## config.mk

```make
export PLATFORM = sky130hd
export DESIGN_NAME = fpa_queue
export DESIGN_NICKNAME = d
export VERILOG_FILES = /design/src/design/fpa_pkg.sv /design/src/design/fpa_queue.sv
export SDC_FILE = /design/constraint.sdc
export NUM_CORES = 1
export LEC_CHECK = 0
export ABC_AREA = 0
export BUFFER_PORTS_ARGS = -buffer_cell sky130_fd_sc_hd__buf_4
export CAP_MARGIN = 10
export CORE_MARGIN = 2
export CORE_UTILIZATION = 50
export CTS_CLUSTER_DIAMETER = 40
export DETAILED_ROUTE_END_ITERATION = 16
export PLACE_DENSITY_LB_ADDON = 0.3
export SLEW_MARGIN = 0
export SYNTH_ARGS = -nofsm -noshare
export SYNTH_HDL_FRONTEND = slang
export SYNTH_SLANG_ARGS = --single-unit
```

## constraint.sdc

```tcl
create_clock -name clk -period 6.04 [get_ports clk]
set_clock_uncertainty 0.1 [all_clocks]
set_input_delay 0.302 -clock clk [delete_from_list [all_inputs] [get_ports clk]]
set_output_delay 0.302 -clock clk [all_outputs]
set_load 0.01 [all_outputs]
```

## src/design/fpa_pkg.sv

```systemverilog
`timescale 1ns / 1ps
package fpa_pkg;

  localparam int DATA_W    = 32;
  localparam int OP_W      = 4;
  localparam int FRAC_BITS = 8;
  localparam int NUM_W     = DATA_W + FRAC_BITS;
  localparam int PROD_W    = 2 * DATA_W;
  localparam int Q_DEPTH   = 4;
  localparam int Q_AW      = $clog2(Q_DEPTH);

  typedef logic [OP_W-1:0]          op_t;
  typedef logic signed [DATA_W-1:0] data_t;

  localparam op_t OP_ADD      = 4'd0;
  localparam op_t OP_SUB      = 4'd1;
  localparam op_t OP_MUL      = 4'd2;
  localparam op_t OP_DIV      = 4'd3;
  localparam op_t OP_GT       = 4'd4;
  localparam op_t OP_LT       = 4'd5;
  localparam op_t OP_GE       = 4'd6;
  localparam op_t OP_LE       = 4'd7;
  localparam op_t OP_EQ       = 4'd8;
  localparam op_t OP_NE       = 4'd9;
  localparam op_t OP_MIN      = 4'd10;
  localparam op_t OP_MAX      = 4'd11;
  localparam op_t OP_INC      = 4'd12;
  localparam op_t OP_DEC      = 4'd13;
  localparam op_t OP_FROM_INT = 4'd14;
  localparam op_t OP_TO_INT   = 4'd15;

  typedef enum logic [1:0] {
    CLS_SIMPLE,
    CLS_MUL,
    CLS_DIV
  } cls_t;

  typedef struct packed {
    op_t   op;
    cls_t  cls;
    data_t a;
    data_t b;
  } item_t;

  typedef struct packed {
    logic  valid;
    item_t item;
  } qpush_t;

endpackage

```

## src/design/fpa_queue.sv

```systemverilog
`timescale 1ns / 1ps
module fpa_queue (
  input  logic            clk,
  input  logic            rst_n,
  input  fpa_pkg::qpush_t push,
  output logic            push_ready,
  output fpa_pkg::item_t  pop_item,
  output logic            pop_valid,
  input  logic            pop_ready
);
  import fpa_pkg::*;

  item_t           mem_r [Q_DEPTH];
  logic [Q_AW-1:0] wr_ptr_r;
  logic [Q_AW-1:0] rd_ptr_r;
  logic [Q_AW:0]   count_r;
  logic [Q_AW:0]   count_nxt;
  logic            do_push;
  logic            do_pop;

  assign push_ready = count_r != (Q_AW + 1)'(Q_DEPTH);
  assign pop_valid  = count_r != '0;
  assign pop_item   = mem_r[rd_ptr_r];
  assign do_push    = push.valid && push_ready;
  assign do_pop     = pop_valid && pop_ready;

  always_comb begin
    count_nxt = count_r;
    if (do_push && !do_pop) begin
      count_nxt = count_r + 1'b1;
    end else if (!do_push && do_pop) begin
      count_nxt = count_r - 1'b1;
    end
  end

  always_ff @(posedge clk) begin
    if (!rst_n) begin
      wr_ptr_r <= '0;
      rd_ptr_r <= '0;
      count_r  <= '0;
    end else begin
      count_r <= count_nxt;
      if (do_push) begin
        wr_ptr_r <= wr_ptr_r + 1'b1;
      end
      if (do_pop) begin
        rd_ptr_r <= rd_ptr_r + 1'b1;
      end
    end
  end

  always_ff @(posedge clk) begin
    if (do_push) begin
      mem_r[wr_ptr_r] <= push.item;
    end
  end

endmodule

```

==> out/metrics.csv, run 1 <==
metric,value,unit
largest net degree at the start of global routing,71,
Post-synth EDFFs,280,
Setup Buffers After CTS,0,
worst r2r src,count_r[0],
Startpoint Class,flop,
Slew @ Worst Pin,1.08,ns
CP Class,reg -> out,
net load switching power,1.44,mW
area of the core,21000,um^2
Num CTS Buffers,35,
synth unique cells,24,
"Remaining Overflow, GRT",0,
Final min period,3.22,ns
final core occ,65.7,%
port buffer count,145,
Rows,53,
layout cell share with drive strength beyond 1,40.9,%
DRT Pass-1 Iters,5,
1st-iter DRT viols,316,
vias in the first global route,5363,
CTS sink count,289,
post-route setup TNS,0,ns
Syn Inst Count,414,
global-route wire length before repair,29200,um
most common cell in the synthesized netlist,edfxtp_1,
H-Tree Depth,2,
Final Slew Violations,0,
Logic pwr share,21.6,%
Area Overhead vs Synth,28.9,%
Hold Crit Class,in -> reg,
Final period util,53.3,%
setup violators final,0,
die width,150,um
"Top FF cell, synth",edfxtp_1,
switching share of power,24.7,%
Tot GR Track Use,17.4,%
fmax,0.311,GHz
Clk network pwr share,33.7,%
Final ANT Viol Nets,0,
Clock transition at path regs,0.05,ns
worst rel slew slack,27.7,%
static leakage,4.68,nW
status,"finished, final reports clean",
largest buffer count on any clock path,3,
YS warnings,0,
sequential share of power,44.7,%
final wirelength,18900,um
die height,150,um
RD Place Congestion,0.685,
hold wc startpoint,pop_ready,
initial antenna violation count,1,
cell taking the most area after synthesis,edfxtp_1,
# nets final,731,
ys async rst share,0,%
hpwl dp,10400,um
crit end category,output port,
Pwr Density,424,nW/um^2
DR WL/cell,19.9,um
post-synth top area share,78.8,%
unrepaired setup endpoints after global routing,no,
Crit path required time,5.64,ns
Residual DRC,0,
pre-CTS setup slack,3.20,ns
crit-path max FO,40,
most frequent cells after synthesis,"280 x edfxtp_1, 70 x mux4_2, 9 x dfxtp_1, 8 x and2_1",
peak supply drop,309,uV
I/O pin total,146,
fill count,1364,
crit path DAT,2.82,ns
"top cells by area, synth","edfxtp_1 79%, mux4_2 15%, dfxtp_1 1.7%, buf_12 1.3%, ha_1 0.59%",
final setup margin,2.82,ns
Worst-Skew Late Latency,0.48,ns
max-cap check violation count,0,
Int Power,4.39,mW
Root Buffer,clkbuf_16,
"Hold Violations, Final",0,
sequential area share after synthesis,80.5,%
die area,22500,um^2
"FF+latch count, synth",289,
DR vias,5016,
mean area per synthesized cell,25.8,um^2
CTS tree,done,
Initial Utilization,50.9,%
syn nets,494,
drt via density,5.27,
Post-Syn Area,10700,um^2
-- cells by family (layout without fill, tap and decap cells) --
family          count (synthesis)  after routing  synth area share [%]
flops                         289            289                  80.5
simple gates                   17             17                 0.856
fa+ha+maj                       6              6                 0.774
buf+inv                        20            281                  1.92
compound gates                  5              5                 0.575
mux                            73             73                  15.1
other cells                     0              1                     0
xor+xnor                        4              4                 0.328
-- registers in the layout, indices dropped and copies added, names as in the netlist, named ones only --
name      count
count_r       3
mem_r       280
rd_ptr_r      2
wr_ptr_r      2
-- stage by stage --
stage                     instance area, um^2  hold WS [ns]  cells  power [mW]
after global placement                  11900         0.375    818        3.88
final                                   13800         0.164    951        5.83
after detailed placement                11900         0.403    818        3.91
after CTS                               13800         0.145    950        5.91
after global routing                    13800         0.166    950        6.10
after floorplan                         10700         0.301    414        3.42
-- cell usage in the layout, fill, tap and decap left out, types with 3 or more instances in the layout --
cell / n
and2_1: 4
and2_4: 4
buf_4: 146
bufinv_16: 3
clkbuf_1: 5
clkbuf_16: 35
clkinv_1: 5
clkinv_2: 3
clkinvlp_4: 4
dfxtp_1: 7
dlygate4sd3_1: 71
edfxtp_1: 280
ha_1: 5
inv_1: 3
mux2i_1: 3
mux4_2: 70
nand2_1: 5
xnor2_1: 3
-- worst max-delay path, cell delays in order, from the launching register on --
cell and delay (ns):
dfxtp_4 0.87, buf_4 0.66, mux4_2 0.60, buf_4 0.16
-- path summary, 6_finish.rpt --
path	to	slack [ns]	cells after the start
min reg2reg	wr_ptr_r[1]	0.40	2
max	pop_item[33]	2.82	3
min	flop	0.16	4
max reg2reg	count_r[2]	3.46	8
-- per-layer routing --
layer	global-route usage [%]	vias to the layer above	share of wire (%)
li1	-	2239	-
met1	23.8	2562	41
met2	27.9	193	50
met3	4.79	22	7.5
met4	4.67	0	1.3
met5	0	-	0
-- final cells by class --
type / count / area [um^2] / area share, %
antenna: 1 / 2.50 / 0.0182
clock buffer: 42 / 922 / 6.70
clock inverter: 19 / 189 / 1.37
inverter: 3 / 11.3 / 0.0818
multi-input combinational: 105 / 1890 / 13.7
sequential: 289 / 8600 / 62.5
tap: 275 / 344 / 2.50
timing repair buffer: 217 / 1810 / 13.1
-- repair_timing --
item,4_1_cts,5_1_grt
endpoints found under the hold margin,283,0
resized for setup,0,0
hold buffers,71,0
setup endpoints to repair,0,0
-- power by group through the flow --
stage	registers (mW)	logic, mW	clock network (mW)
floorplan	2.53	0.894	0
global placement	2.64	1.24	0
detailed placement	2.66	1.25	0
CTS	2.62	1.29	2.01
global route	2.64	1.36	2.09
finish	2.61	1.26	1.96
(Power assumes the default switching activity.)
==> run 2: changes to the inputs <==
--- a/config.mk
+++ b/config.mk
@@ -5,7 +5,7 @@
 export SDC_FILE = /design/constraint.sdc
 export NUM_CORES = 1
 export LEC_CHECK = 0
-export ABC_AREA = 0
+export ABC_AREA = 1
 export BUFFER_PORTS_ARGS = -buffer_cell sky130_fd_sc_hd__buf_4
 export CAP_MARGIN = 10
 export CORE_MARGIN = 2
==> constraint.sdc (replaced) <==
create_clock -name clk -period 3 [get_ports clk]
set_clock_uncertainty 0.1 [all_clocks]
set_input_delay 0.15 -clock clk [delete_from_list [all_inputs] [get_ports clk]]
set_output_delay 0.15 -clock clk [all_outputs]
set_load 0.01 [all_outputs]
==> out/metrics.csv, run 2 <==
metric,value,unit
Hold Crit Class,in -> reg,
largest net degree at the start of global routing,73,
DR WL/cell,17.9,um
Rows,55,
Cells after DPL,1148,
YS warnings,0,
initial antenna violation count,0,
Startpoint Class,flop,
"most common cell after layout, fill and taps aside",edfxtp_1,
Slowest cell on crit path,buf_4,
unrepaired setup endpoints after global routing,no,
vias in the first global route,6985,
drt via density,5.32,
I/O pin total,146,
setup violators final,0,
"FF+latch count, synth",289,
RD Place Congestion,0.811,
Setup Buffers After CTS,0,
most frequent cells after synthesis,"280 x edfxtp_1, 114 x nor2_1, 111 x o21ai_0, 40 x nor2_4, 40 x o22ai_2",
Crit path max-delay family,buffers and inverters,
CP Class,reg -> out,
Residual DRC,0,
port buffer count,145,
fill count,1632,
H-Tree Depth,2,
DRT Pass-1 Iters,5,
pre-CTS setup slack,0.792,ns
die height,155,um
status,"finished, final reports clean",
"top cells by area, synth","edfxtp_1 74%, o21ai_0 4.9%, o22ai_2 4.4%, nor2_4 3.9%, nor2_1 3.7%",
total design power,12.5,mW
sequential area share after synthesis,75.1,%
R2R setup slack,0.77,ns
largest buffer count on any clock path,3,
Tot GR Track Use,19.2,%
PostCTS Resize Cnt,0,
hpwl dp,12500,um
DR vias,6853,
worst rel slew slack,47.9,%
Initial Utilization,50.6,%
area of the core,22600,um^2
# nets final,1055,
number of flip-flops under the largest register name,280,
Top Registers,"mem_r: 280 flops, count_r: 3 flops",
Final period util,79.6,%
cell taking the most area after synthesis,edfxtp_1,
final setup margin,0.613,ns
cts hold-fix bufs,74,
syn nets,824,
mean area per synthesized cell,15.4,um^2
multi-input logic area,2490,um^2
Worst path most repeated cell,buf_4,
peak supply drop,645,uV
Final ANT Viol Nets,0,
static leakage,5.17,nW
"Hold Violations, Final",0,
crit-path max FO,70,
Slew @ Worst Pin,0.782,ns
final wirelength,23100,um
post-route setup TNS,0,ns
CP cell instances,"buf_4, o21ai_0, o22ai_1, buf_4",
Post-Syn Area,11400,um^2
Syn Inst Count,744,
Area Overhead vs Synth,28.9,%
Num CTS Buffers,36,
die area,24100,um^2
Pwr Density,849,nW/um^2
most common cell in the synthesized netlist,edfxtp_1,
Final Slew Violations,0,
Clock transition at path regs,0.06,ns
fmax,0.419,GHz
Storage cell area,8590,um^2
post-synth top area share,73.6,%
fin cells,1288,
Crit path required time,2.75,ns
"Remaining Overflow, GRT",0,
1st-iter DRT viols,343,
global-route wire length before repair,36200,um
Worst-Skew Late Latency,0.49,ns
max-cap check violation count,0,
layout cell share with drive strength beyond 1,30.4,%
crit path DAT,2.14,ns
crit end category,output port,
Post-synth EDFFs,280,
critical path's largest stage delay,0.59,ns
"commonest non-fill, non-tap cells in the layout","280 x edfxtp_1, 157 x buf_4, 111 x o21ai_0, 110 x nor2_1, 74 x dlygate4sd3_1",
worst path buffer plus inverter count,2,
Root Buffer,clkbuf_16,
CTS tree,done,
CTS sink count,289,
Final min period,2.39,ns
Top reg by flops,mem_r,
die width,155,um
"Top FF cell, synth",edfxtp_1,
synth unique cells,21,
ys async rst share,0,%
## run 2: layout make-up
type | count | area share [%]
Sequential cell | 289 | 58.3
Multi-Input combinational cell | 395 | 16.9
Timing Repair Buffer | 237 | 13.8
Clock buffer | 45 | 6.49
Tap cell | 285 | 2.42
Clock inverter | 20 | 1.51
Inverter | 16 | 0.442
Antenna cell | 1 | 0.0170
## run 2: cells by family (layout without fill, tap and decap cells)
logic type | count (synthesis) | after routing | synth area share [%]
and+or+nand+nor | 174 | 174 | 8.42
AOI/OAI and AO/OA | 214 | 214 | 12.3
DFF | 289 | 289 | 75.1
buffers and inverters | 60 | 318 | 3.31
other | 0 | 1 | 0
xor gates and xnor gates | 1 | 1 | 0.0767
adders and majority gates | 6 | 6 | 0.723
## run 2: final timing paths
path | from | to | cells after the start
worst max register to register | count_r[1] | count_r[1] | 9
worst min-delay path | push[21] | mem_r[2][21] | 2
worst min register to register | rd_ptr_r[1] | flop | 2
worst max-delay path | flop | pop_item[29] | 4
## run 2: per-layer routing
layer / GRT usage (%) / part of all wire (%)
met2: 32.9 / 50
met1: 24.4 / 42
met3: 4.60 / 6.1
met5: 0 / 0
met4: 6.20 / 2.0
## run 2: report_power, final
part	total (mW)	switching, mW	internal [mW]
clock network	4.18	1.56	2.62
logic	3.30	1.95	1.34
registers	5.02	0.114	4.91
total	12.5	3.63	8.88
## run 2: metrics by stage
step | util (%) | hold WS, ns | area [um^2]
after floorplan | - | 0.149 | 11400
after global placement | 56.7 | 0.251 | 12800
after detailed placement | 56.7 | 0.252 | 12800
after CTS | 65.2 | 0.271 | 14700
after global routing | 65.2 | 0.277 | 14700
final | 65.2 | 0.285 | 14700
