===== config.mk =====
export PLATFORM = sky130hd
export DESIGN_NAME = fpa_front_flat
export DESIGN_NICKNAME = d
export VERILOG_FILES = /design/src/design/fpa_pkg.sv /design/src/design/fpa_req_if.sv /design/src/design/fpa_front.sv /design/src/flat_wrapper.sv
export SDC_FILE = /design/constraint.sdc
export NUM_CORES = 1
export LEC_CHECK = 0
export CAP_MARGIN = 40
export CORE_MARGIN = 3
export CORE_UTILIZATION = 45
export CTS_CLUSTER_SIZE = 8
export DETAILED_ROUTE_END_ITERATION = 16
export DONT_BUFFER_PORTS = 1
export SYNTH_ARGS = -nofsm -noshare
export SYNTH_HDL_FRONTEND = slang
export SYNTH_SLANG_ARGS = --single-unit

===== constraint.sdc =====
create_clock -name clk -period 2.5 [get_ports clk]
set_input_delay 0.375 -clock clk [delete_from_list [all_inputs] [get_ports clk]]
set_output_delay 0.375 -clock clk [all_outputs]
set_load 0.01 [all_outputs]

===== src/design/fpa_pkg.sv =====
`timescale 1ns / 1ps
package fpa_pkg;

  localparam int DATA_W    = 32;
  localparam int OP_W      = 4;
  localparam int FRAC_BITS = 8;
  localparam int NUM_W     = DATA_W + FRAC_BITS;
  localparam int PROD_W    = 2 * DATA_W;
  localparam int Q_DEPTH   = 4;
  localparam int Q_AW      = $clog2(Q_DEPTH);

  typedef logic [OP_W-1:0]          op_t;
  typedef logic signed [DATA_W-1:0] data_t;

  localparam op_t OP_ADD      = 4'd0;
  localparam op_t OP_SUB      = 4'd1;
  localparam op_t OP_MUL      = 4'd2;
  localparam op_t OP_DIV      = 4'd3;
  localparam op_t OP_GT       = 4'd4;
  localparam op_t OP_LT       = 4'd5;
  localparam op_t OP_GE       = 4'd6;
  localparam op_t OP_LE       = 4'd7;
  localparam op_t OP_EQ       = 4'd8;
  localparam op_t OP_NE       = 4'd9;
  localparam op_t OP_MIN      = 4'd10;
  localparam op_t OP_MAX      = 4'd11;
  localparam op_t OP_INC      = 4'd12;
  localparam op_t OP_DEC      = 4'd13;
  localparam op_t OP_FROM_INT = 4'd14;
  localparam op_t OP_TO_INT   = 4'd15;

  typedef enum logic [1:0] {
    CLS_SIMPLE,
    CLS_MUL,
    CLS_DIV
  } cls_t;

  typedef struct packed {
    op_t   op;
    cls_t  cls;
    data_t a;
    data_t b;
  } item_t;

  typedef struct packed {
    logic  valid;
    item_t item;
  } qpush_t;

endpackage


===== src/design/fpa_req_if.sv =====
`timescale 1ns / 1ps
interface fpa_req_if;
  logic                                valid;
  logic                                ready;
  logic [fpa_pkg::OP_W-1:0]            req_type;
  logic signed [fpa_pkg::DATA_W-1:0]   operand_a;
  logic signed [fpa_pkg::DATA_W-1:0]   operand_b;

  modport source (output valid, output req_type, output operand_a, output operand_b,
                  input ready);
  modport sink (input valid, input req_type, input operand_a, input operand_b,
                output ready);
endinterface


===== src/design/fpa_front.sv =====
`timescale 1ns / 1ps
module fpa_front (
  input  logic            clk,
  input  logic            rst_n,
  fpa_req_if.sink         in_ch,
  output fpa_pkg::qpush_t push,
  input  logic            push_ready
);
  import fpa_pkg::*;

  logic  valid_r;
  logic  valid_nxt;
  item_t item_r;
  cls_t  cls;
  logic  in_fire;

  always_comb begin
    case (in_ch.req_type)
      OP_MUL:  cls = CLS_MUL;
      OP_DIV:  cls = CLS_DIV;
      default: cls = CLS_SIMPLE;
    endcase
  end

  assign in_ch.ready = !valid_r || push_ready;
  assign in_fire     = in_ch.valid && in_ch.ready;

  always_comb begin
    valid_nxt = valid_r;
    if (in_fire) begin
      valid_nxt = 1'b1;
    end else if (push_ready) begin
      valid_nxt = 1'b0;
    end
  end

  always_ff @(posedge clk) begin
    if (!rst_n) begin
      valid_r <= 1'b0;
    end else begin
      valid_r <= valid_nxt;
    end
  end

  always_ff @(posedge clk) begin
    if (in_fire) begin
      item_r.op  <= in_ch.req_type;
      item_r.cls <= cls;
      item_r.a   <= in_ch.operand_a;
      item_r.b   <= in_ch.operand_b;
    end
  end

  assign push.valid = valid_r;
  assign push.item  = item_r;

endmodule


===== src/flat_wrapper.sv =====
// flat-port wrapper written by rule: the top's interface ports become plain ports
module fpa_front_flat import fpa_pkg::*;
  (clk, rst_n, push, push_ready, in_ch_valid, in_ch_req_type, in_ch_operand_a, in_ch_operand_b, in_ch_ready);
  fpa_req_if in_ch_i ();
  input  logic clk;
  input  logic rst_n;
  output fpa_pkg::qpush_t push;
  input  logic push_ready;
  input wire logic [$bits(in_ch_i.valid)-1:0] in_ch_valid;
  input wire logic [$bits(in_ch_i.req_type)-1:0] in_ch_req_type;
  input wire logic [$bits(in_ch_i.operand_a)-1:0] in_ch_operand_a;
  input wire logic [$bits(in_ch_i.operand_b)-1:0] in_ch_operand_b;
  output wire logic [$bits(in_ch_i.ready)-1:0] in_ch_ready;
  assign in_ch_i.valid = in_ch_valid;
  assign in_ch_i.req_type = in_ch_req_type;
  assign in_ch_i.operand_a = in_ch_operand_a;
  assign in_ch_i.operand_b = in_ch_operand_b;
  assign in_ch_ready = in_ch_i.ready;
  fpa_front u_core (.clk(clk), .rst_n(rst_n), .in_ch(in_ch_i), .push(push), .push_ready(push_ready));
endmodule

==> results of run 1 <==
==> synth_stat cells <==
library cell and number:
a21boi_1 1, and2_1 1, and4bb_2 1, buf_4 1, dfxtp_1 1, edfxtp_1 70
inv_1 1, nand2b_4 1, nor4b_2 1
==> power by group <==
group | total, mW | internal [mW] | switching, mW
logic | 0.0343 | 0.00682 | 0.0274
clock network | 0.801 | 0.448 | 0.353
registers | 1.46 | 1.40 | 0.0608
==> stage by stage <==
stage	cells	power (mW)	setup slack [ps]
after global placement	144	1.52	1100
after CTS	159	2.33	1110
after global routing	159	2.39	1050
after floorplan	78	1.50	668
after detailed placement	144	1.52	1080
final	159	2.29	1130
==> flip-flops by register name (all words and copies together), names as in the netlist <==
signal,count
u_core.push,70
u_core.valid_r,1
==> layer usage <==
metal | track usage (%) | up-vias | part of all wire, %
li1 | - | 334 | -
met5 | 0 | - | 0
met4 | 10.5 | 0 | 1.2
met1 | 8.60 | 370 | 30
met3 | 8.71 | 5 | 14
met2 | 18.8 | 85 | 55
==> cell type report <==
type,count,share of cell area (%)
sequential,71,86.4
clock buffer,10,5.20
tap,65,3.31
multi-input combinational,5,2.29
clock inverter,5,2.04
timing repair buffer,2,0.611
inverter,1,0.153
==> cell families (layout without fill, tap and decap cells) <==
kind of cell | count (synthesis) | in the layout | synth area share [%]
flip-flops | 71 | 71 | 97.0
buffers and inverters | 2 | 18 | 0.515
AO/OA/AOI/OAI | 1 | 1 | 0.343
AND/OR/NAND/NOR | 4 | 4 | 2.17
==> layout by cell type (no fill, tap or decap) <==
cell | Yosys | final
bufinv_16 | 0 | 1
edfxtp_1 | 70 | 70
a21boi_1 | 1 | 1
clkbuf_1 | 0 | 1
dfxtp_1 | 1 | 1
and4bb_2 | 1 | 1
buf_4 | 1 | 2
clkbuf_8 | 0 | 9
nand2b_4 | 1 | 1
clkinv_2 | 0 | 4
inv_1 | 1 | 1
and2_2 | 0 | 1
nor4b_2 | 1 | 1
==> final timing paths <==
| path | startpoint | slack, ps | endpoint |
|---|---|---|---|
| setup reg to reg | u_core.valid_r$_SDFFE_PN0P_ | 1130 | u_core.push[29]$_DFFE_PP_ |
| setup / recovery | u_core.valid_r$_SDFFE_PN0P_ | 1130 | u_core.push[29]$_DFFE_PP_ |
| hold reg to reg | u_core.valid_r$_SDFFE_PN0P_ | 590 | u_core.valid_r$_SDFFE_PN0P_ |
| hold / removal | in_ch_operand_b[25] | 150 | u_core.push[25]$_DFFE_PP_ |
==> metrics.md, run 1 <==
| Metric | Value |
|---|---|
| Slew Limit Headroom | `71.1%` |
| Crit end category | `flop` |
| Setup repair after global routing missed its margin | `no` |
| Setup CP Type | `flop to flop` |
| Hold_ws | `146 ps` |
| Layout cells sized above 1 | `21.3%` |
| Routed Antenna Nets | `0` |
| Global Route Usage Sum | `11.6%` |
| DR WL/cell | `21.9 µm` |
| Register Area | `0.00212 mm²` |
| Total of max-cap violations | `0` |
| Die ar. | `0.00574 mm²` |
| DP Area | `0.00228 mm²` |
| GR Overflow Total | `0` |
| Initial DRC Count | `45` |
| Post-Syn Nets | `150` |
| Pin count of the biggest net entering global routing | `38` |
| Fin. max-slew vios | `0` |
| Fmax | `728 MHz` |
| Hold path depth | `0` |
| Worst Tran Pin Value | `434 ps` |
| CTS tree | `built` |
| Die Y-Extent | `75.7 µm` |
| Placer Congestion | `0.717` |
| Total wire length | `3.48 mm` |
| Clock transition at path regs | `70 ps` |
| Filler cells | `357` |
| Synthesized instance count | `78` |
| Avg Cell Area, Syn | `28.1 µm²` |
| Hold Fails Final Rpt | `0` |
| WP data required | `2470 ps` |
| Port Buf Inserts | `0` |
| CP Buf/Inv Count | `1` |
| Layout Utilization | `54.2%` |
| Vias | `794` |
| Crit path max fanout | `37` |
| CTS Hold Buffers Added | `0` |
| Distinct cells, synth | `9` |
| Fin Clk Skew | `5.64 ps` |
| Drt via density | `4.99` |
| Synthesized area | `0.00219 mm²` |
| Vias in the first global route | `803` |
| Synth Warn # | `0` |
| Clock Tree Root | `clkbuf_8` |
| Multi-input logic area | `56.3 µm²` |
| I/O Pins | `144` |
| Std-Cell Rows | `24` |
| DRC | `0` |
| HPWL Detailed | `2.66 mm` |
| Resized cells post-CTS | `0` |
| Fin Setup TNS | `0 ps` |
| Cell area after layout | `0.00246 mm²` |
| Stages on worst setup path | `3` |
| Post-synth top area share | `96.1%` |
| Core area | `0.00453 mm²` |
| N_diodes | `0` |
| Critical path's largest stage delay | `390 ps` |
| Pwr/cell area | `933 mW/mm²` |
| WP data arrival | `1340 ps` |
| Initial core utilization | `48.3%` |
| Final setup violation count | `0` |
| Critical Path Source Type | `flop` |
| Maximum root-to-sink buffer count | `2` |
| Period minus WS final | `1370 ps` |
| Area contributors post-synth | `edfxtp_1 (96%), dfxtp_1 (0.91%), nor4b_2 (0.69%)` |
| Initial antenna violation count | `0` |
| Post-synth top area cell | `edfxtp_1` |
| Outcome | `finished, final reports clean` |
| LEAKAGE | `0.816 nW` |
| Num CTS Buffers | `9` |
| Syn-to-layout area delta | `12.2%` |
| Worst skew pair latency | `320 ps` |
| Share of the yosys chip area belonging to registers | `97.0%` |
| Initial DRT Pass Iterations | `4` |
| Post-CTS Setup Repair Bufs | `0` |
| Total Nets Final | `162` |
| DIE WIDTH | `75.7 µm` |
| Clock Sink Count | `71` |
| First-pass GRT wire length | `4.26 mm` |
| Worst min path class | `input port to flop` |
| Worst Reg-to-Reg Cells | `3` |
| Critical path's top delay family | `buffers and inverters` |
| VDD IR max | `443 µV` |
| Critical path, cell by cell | `nand2b_4, and2_2, buf_4` |
| Synthesis-stage register bit count | `71` |
| Slowest stage cell on the critical path | `buf_4` |
| H-tree depth | `3` |
| Period utilization | `55.0%` |
Power figures use the tool's default switching activity.
==> run 2, diff against run 1 <==
Clock period 2.5 ns to 1.3 ns, I/O delays scaled along.
==> metrics.md, run 2 (synthesized netlist as in run 1, its figures left out) <==
| Metric | Value |
|---|---|
| Period utilization | `94.8% (+40 points)` |
| H-tree depth | `3 (unchanged)` |
| Vias in the first global route | `1199 (+49%)` |
| Post-CTS Setup Repair Bufs | `0 (unchanged)` |
| Fin. max-slew vios | `0 (unchanged)` |
| Die ar. | `0.00574 mm² (unchanged)` |
| Critical path's top delay family | `buffers and inverters` |
| Initial DRT Pass Iterations | `4 (unchanged)` |
| Syn-to-layout area delta | `48.1%` |
| Clock Tree Root | `clkbuf_8` |
| Initial antenna violation count | `0 (unchanged)` |
| Worst min path class | `input port to flop` |
| Critical path, cell by cell | `nand2b_4, a21boi_1, dlygate4sd3_1` |
| Critical path's largest stage delay | `570 ps (+180 ps)` |
| Hold_ws | `48.9 ps (-97.4 ps)` |
| Vias | `1091 (+37%)` |
| Reg2reg end | `u_core.valid_r$_SDFFE_PN0P_` |
| Cell area after layout | `0.00324 mm² (+32%)` |
| CTS tree | `built` |
| Outcome | `finished, final reports clean` |
| Setup repair after global routing missed its margin | `no` |
| Pwr/cell area | `1570 mW/mm² (+68%)` |
| Num CTS Buffers | `9 (unchanged)` |
| Total of max-cap violations | `0 (unchanged)` |
| Die Y-Extent | `75.7 µm (unchanged)` |
| Total Nets Final | `232 (+43%)` |
| Pre-CTS setup slack | `170 ps (-915 ps)` |
| Fmax | `811 MHz (+11%)` |
| WP data required | `1560 ps (-910 ps)` |
| Initial DRC Count | `60 (+33%)` |
| Worst Reg-to-Reg Cells | `3 (unchanged)` |
| Worst skew pair latency | `340 ps (+20 ps)` |
| I/O Pins | `144 (unchanged)` |
| Crit end category | `flop` |
| DP Area | `0.00231 mm² (+1.2%)` |
| Critical Path Source Type | `flop` |
| Routed Antenna Nets | `0 (unchanged)` |
| Pin count of the biggest net entering global routing | `37 (-2.6%)` |
| Period minus WS final | `1230 ps (-142 ps)` |
| Global Route Usage Sum | `16.8% (+5.2 points)` |
| WP data arrival | `1500 ps (+160 ps)` |
| Crit path from | `u_core.valid_r$_SDFFE_PN0P_` |
| Setup CP Type | `flop to flop` |
| Std-Cell Rows | `24 (unchanged)` |
| Drt via density | `4.74 (-5.0%)` |
| Final setup violation count | `0 (unchanged)` |
| Fin Clk Skew | `11.3 ps (+5.62 ps)` |
| Stages on worst setup path | `3 (unchanged)` |
| Slew Limit Headroom | `85.8% (+15 points)` |
| Slowest stage cell on the critical path | `dlygate4sd3_1` |
| DR WL/cell | `20.7 µm (-5.4%)` |
| Clock Sink Count | `71 (unchanged)` |
| Port Buf Inserts | `0 (unchanged)` |
| Most frequent cells in the layout | `dlygate4sd3_1 (70), edfxtp_1 (70), clkbuf_8 (9)` |
| R2r setup slk | `70 ps (-1060 ps)` |
| Max reg flops | `70 (unchanged)` |
| GR Overflow Total | `0 (unchanged)` |
| Total wire length | `4.77 mm (+37%)` |
| Layout cells sized above 1 | `12.7% (-8.5 points)` |
| CP Buf/Inv Count | `1 (unchanged)` |
| Worst Tran Pin Value | `212 ps (-222 ps)` |
| Crit path max fanout | `3 (-92%)` |
| Final WS setup | `67.1 ps (-1060 ps)` |
| Placer Congestion | `0.671 (-6.4%)` |
| Hold Fails Final Rpt | `0 (unchanged)` |
| LEAKAGE | `1.14 nW (+40%)` |
| Reg2reg start | `u_core.valid_r$_SDFFE_PN0P_` |
| Initial core utilization | `48.3% (unchanged)` |
| DRC | `0 (unchanged)` |
| VDD IR max | `866 µV (+96%)` |
| Maximum root-to-sink buffer count | `2 (unchanged)` |
| First-pass GRT wire length | `6.40 mm (+50%)` |
| DIE WIDTH | `75.7 µm (unchanged)` |
| CP Capture Point | `u_core.valid_r$_SDFFE_PN0P_` |
| Clock transition at path regs | `70 ps (about the same)` |
| Core area | `0.00453 mm² (unchanged)` |
| N_diodes | `0 (unchanged)` |
[run 2: changes by cell type in the layout (fill, tap and decap cells not counted), moves of 2 or more]
| cell | delta |
|---|---|
| dlygate4sd3_1 | +70 |
| clkinv_2 | -3 |
| buf_12 | +2 |
| buf_4 | -2 |
| bufinv_16 | +2 |
| clkinv_1 | +2 |
[run 2: worst min path at each step]
stage,from,to,slack [ps],cells past startpoint
detailed placement,in_ch_operand_a[0],u_core.push[32]$_DFFE_PP_,290,0
CTS,in_ch_req_type[0],u_core.push[64]$_DFFE_PP_,30,1
global placement,in_ch_operand_a[17],u_core.push[49]$_DFFE_PP_,290,0
floorplan,in_ch_operand_b[0],u_core.push[0]$_DFFE_PP_,290,0
global route,in_ch_req_type[0],u_core.push[64]$_DFFE_PP_,20,1
finish,in_ch_req_type[0],u_core.push[64]$_DFFE_PP_,50,1
[run 2: per-layer routing]
metal / GRT usage [%] / up-vias / part of all wire [%]
met3: 10.4 / 7 / 13
met5: 0 / - / 0
li1: - / 475 / -
met1: 15.0 / 512 / 31
met4: 8.16 / 0 / 1.3
met2: 29.4 / 97 / 54
[run 2: stage by stage]
| step | setup TNS, ps | cells | util, % | power, mW |
|---|---|---|---|---|
| final | 0 | 230 | 71.5 | 5.10 |
| after CTS | 0 | 230 | 71.5 | 5.11 |
| after floorplan | -4200 | 78 | - | 2.89 |
| after detailed placement | 0 | 144 | 50.9 | 2.93 |
| after global routing | 0 | 230 | 71.5 | 5.28 |
| after global placement | 0 | 144 | 50.9 | 2.93 |
[run 2: power breakdown]
part,switching (mW),internal (mW),leakage [nW]
registers,0.122,2.68,0.686
logic,0.0916,0.165,0.338
clock network,0.776,1.26,0.118
total,0.990,4.11,1.14
[run 2: what timing repair did]
item / 4_1_cts / 5_1_grt
gates resized for setup: 0 / 0
hold buffers: 70 / 0
hold endpoints to repair: 69 / 0
[run 2: worst reg2reg max path, cell delays in order, from the launching register on]
cell and delay (ps):
dfxtp_2 390, nand2b_4 90, a21boi_1 130, dlygate4sd3_1 570
[run 2: layout make-up]
class / count / area, µm²
clock buffers: 9 / 124
repair buffers: 72 / 741
well taps: 65 / 81.3
flip-flops and latches: 71 / 2120
clock inverters: 7 / 111
multi-input cells: 5 / 57.6
inverters: 1 / 3.75
fillers: 284 / 1290
==> run 3, diff against run 2 <==
--- a/config.mk
+++ b/config.mk
@@ -10,2 +10,3 @@
 export CORE_UTILIZATION = 45
+export CTS_BUF_LIST = sky130_fd_sc_hd__clkbuf_8
 export CTS_CLUSTER_SIZE = 8
--- a/constraint.sdc
+++ b/constraint.sdc
@@ -3,2 +3,2 @@
 set_output_delay 0.195 -clock clk [all_outputs]
-set_load 0.01 [all_outputs]
+set_load 0.05 [all_outputs]
==> metrics.md, run 3 (synthesized netlist as in run 1, its figures left out) <==
| Metric | Value |
|---|---|
| Initial DRT Pass Iterations | `2 (-2)` |
| Hold_ws | `46.1 ps (-2.88 ps)` |
| H-tree depth | `3 (unchanged)` |
| Die ar. | `0.00574 mm² (unchanged)` |
| Core area | `0.00453 mm² (unchanged)` |
| Resized cells post-CTS | `0 (unchanged)` |
| GR Overflow Total | `0 (unchanged)` |
| Placer Congestion | `0.671 (about the same)` |
| Crit path max fanout | `1 (-2)` |
| Placed cell count | `146 (+1.4%)` |
| Worst min path class | `input port to flop` |
| Port Buf Inserts | `0 (unchanged)` |
| Fmax | `826 MHz (+1.9%)` |
| Pin count of the biggest net entering global routing | `37 (unchanged)` |
| Initial antenna violation count | `0 (unchanged)` |
| Switching power | `1.39 mW (+40%)` |
| Slew Limit Headroom | `66.0% (-20 points)` |
| Total wire length | `4.92 mm (+3.3%)` |
| Layout Utilization | `72.4% (+0.86 points)` |
| Maximum root-to-sink buffer count | `2 (unchanged)` |
| Total of max-cap violations | `0 (unchanged)` |
| Global Route Usage Sum | `17.4% (+0.60 points)` |
| WP data required | `1110 ps (-450 ps)` |
| Outcome | `finished, final reports clean` |
| Pwr/cell area | `1740 mW/mm² (+10%)` |
| Clock transition at path regs | `80 ps (about the same)` |
| Period utilization | `93.1% (-1.8 points)` |
| Uppermost layer routed | `met4` |
| Register Area | `0.00212 mm² (unchanged)` |
| I/O Pins | `144 (unchanged)` |
| Fin cells | `232 (+0.87%)` |
| Worst Tran Pin Value | `511 ps (+299 ps)` |
| Die Y-Extent | `75.7 µm (unchanged)` |
| N_diodes | `0 (unchanged)` |
| Worst skew pair latency | `340 ps (about the same)` |
| Pre-CTS setup slack | `224 ps (+54.4 ps)` |
| Flop pwr share | `55.9% (+0.9 points)` |
| VDD IR max | `1130 µV (+31%)` |
| Filler cells | `278 (-2.1%)` |
| LEAKAGE | `1.16 nW (+1.3%)` |
| DIE WIDTH | `75.7 µm (unchanged)` |
| Most frequent cells in the layout | `dlygate4sd3_1 (70), edfxtp_1 (70), clkbuf_8 (9)` |
| WP data arrival | `1020 ps (-480 ps)` |
| Final WS setup | `89.9 ps (+22.8 ps)` |
| Sw Share | `24.4% (+4.9 points)` |
| Vias in the first global route | `1216 (+1.4%)` |
| Fin. max-slew vios | `0 (unchanged)` |
| Syn-to-layout area delta | `49.9%` |
| Clock Sink Count | `71 (unchanged)` |
| DRC | `0 (unchanged)` |
| Pwr Total | `5.70 mW (+12%)` |
| Layout cells sized above 1 | `13.8% (+1.0 points)` |
| Setup CP Type | `flop to output port` |
| Crit end category | `output port` |
| Metal2 WL | `2.76 mm (+7.7%)` |
| Fin Clk Skew | `15.4 ps (+4.12 ps)` |
| Setup repair after global routing missed its margin | `no` |
| CTS tree | `built` |
| Routed Antenna Nets | `0 (unchanged)` |
| Internal Power | `4.31 mW (+4.9%)` |
| Metal1 wirelength | `1.51 mm (+0.73%)` |
| Combinational power share | `4.9% (about the same)` |
| Multi-input logic area | `57.6 µm² (unchanged)` |
| Initial DRC Count | `51 (-15%)` |
| Routed wl met3 | `580 µm (-9.8%)` |
| Clock Tree Root | `clkbuf_8` |
| First-pass GRT wire length | `6.53 mm (+2.0%)` |
| Final setup violation count | `0 (unchanged)` |
| Vias | `1092 (+0.092%)` |
| Period minus WS final | `1210 ps (-22.8 ps)` |
| Num CTS Buffers | `9 (unchanged)` |
| Clock power frac | `39.3% (-0.7 points)` |
| Critical Path Source Type | `flop` |
| Max reg flops | `70 (unchanged)` |
| Std-Cell Rows | `24 (unchanged)` |
| Hold Fails Final Rpt | `0 (unchanged)` |
| Initial core utilization | `48.3% (unchanged)` |
| Drt via density | `4.71 (-0.77%)` |
| DR WL/cell | `21.2 µm (+2.4%)` |
| Total Nets Final | `234 (+0.86%)` |
## run 3: what timing repair did
action                    4_1_cts  5_1_grt
setup buffers                   0        0
hold endpoints to repair       69        0
hold buffers                   70        0
## run 3: cell type report
| class | instances | share of cell area, % |
|---|---|---|
| multi-input combinational | 5 | 1.75 |
| timing repair buffer | 74 | 23.0 |
| inverter | 1 | 0.114 |
| sequential | 71 | 64.7 |
| clock inverter | 7 | 4.12 |
| clock buffer | 9 | 3.78 |
| tap | 65 | 2.48 |
## run 3: stage by stage
step	cell area, µm²	TNS [ps]
global route	3280	0
CTS	3280	0
floorplan	2190	-12390
finish	3280	0
detailed placement	2320	0
global placement	2320	0
## run 3: worst paths after layout
kind                               startpoint                           to  slack, ps  cells past startpoint
setup reg to reg  u_core.valid_r$_SDFFE_PN0P_    u_core.push[39]$_DFFE_PP_        210                      3
hold / removal              in_ch_req_type[0]    u_core.push[64]$_DFFE_PP_         50                      1
setup / recovery    u_core.push[22]$_DFFE_PP_                     push[22]         90                      0
hold reg to reg   u_core.valid_r$_SDFFE_PN0P_  u_core.valid_r$_SDFFE_PN0P_        720                      3
## run 3: layer usage
layer,global-route usage (%),up-vias
li1,-,479
met1,14.4,515
met2,31.5,92
met3,9.63,6
met4,10.5,0
met5,0,-
## run 3: power groups by stage
stage / clock network (mW) / logic, mW / registers, mW
after floorplan: 0 / 0.0651 / 3.21
after global placement: 0 / 0.0954 / 3.23
after detailed placement: 0 / 0.0981 / 3.23
final: 2.24 / 0.277 / 3.18
after CTS: 2.25 / 0.269 / 3.18
after global routing: 2.37 / 0.297 / 3.20
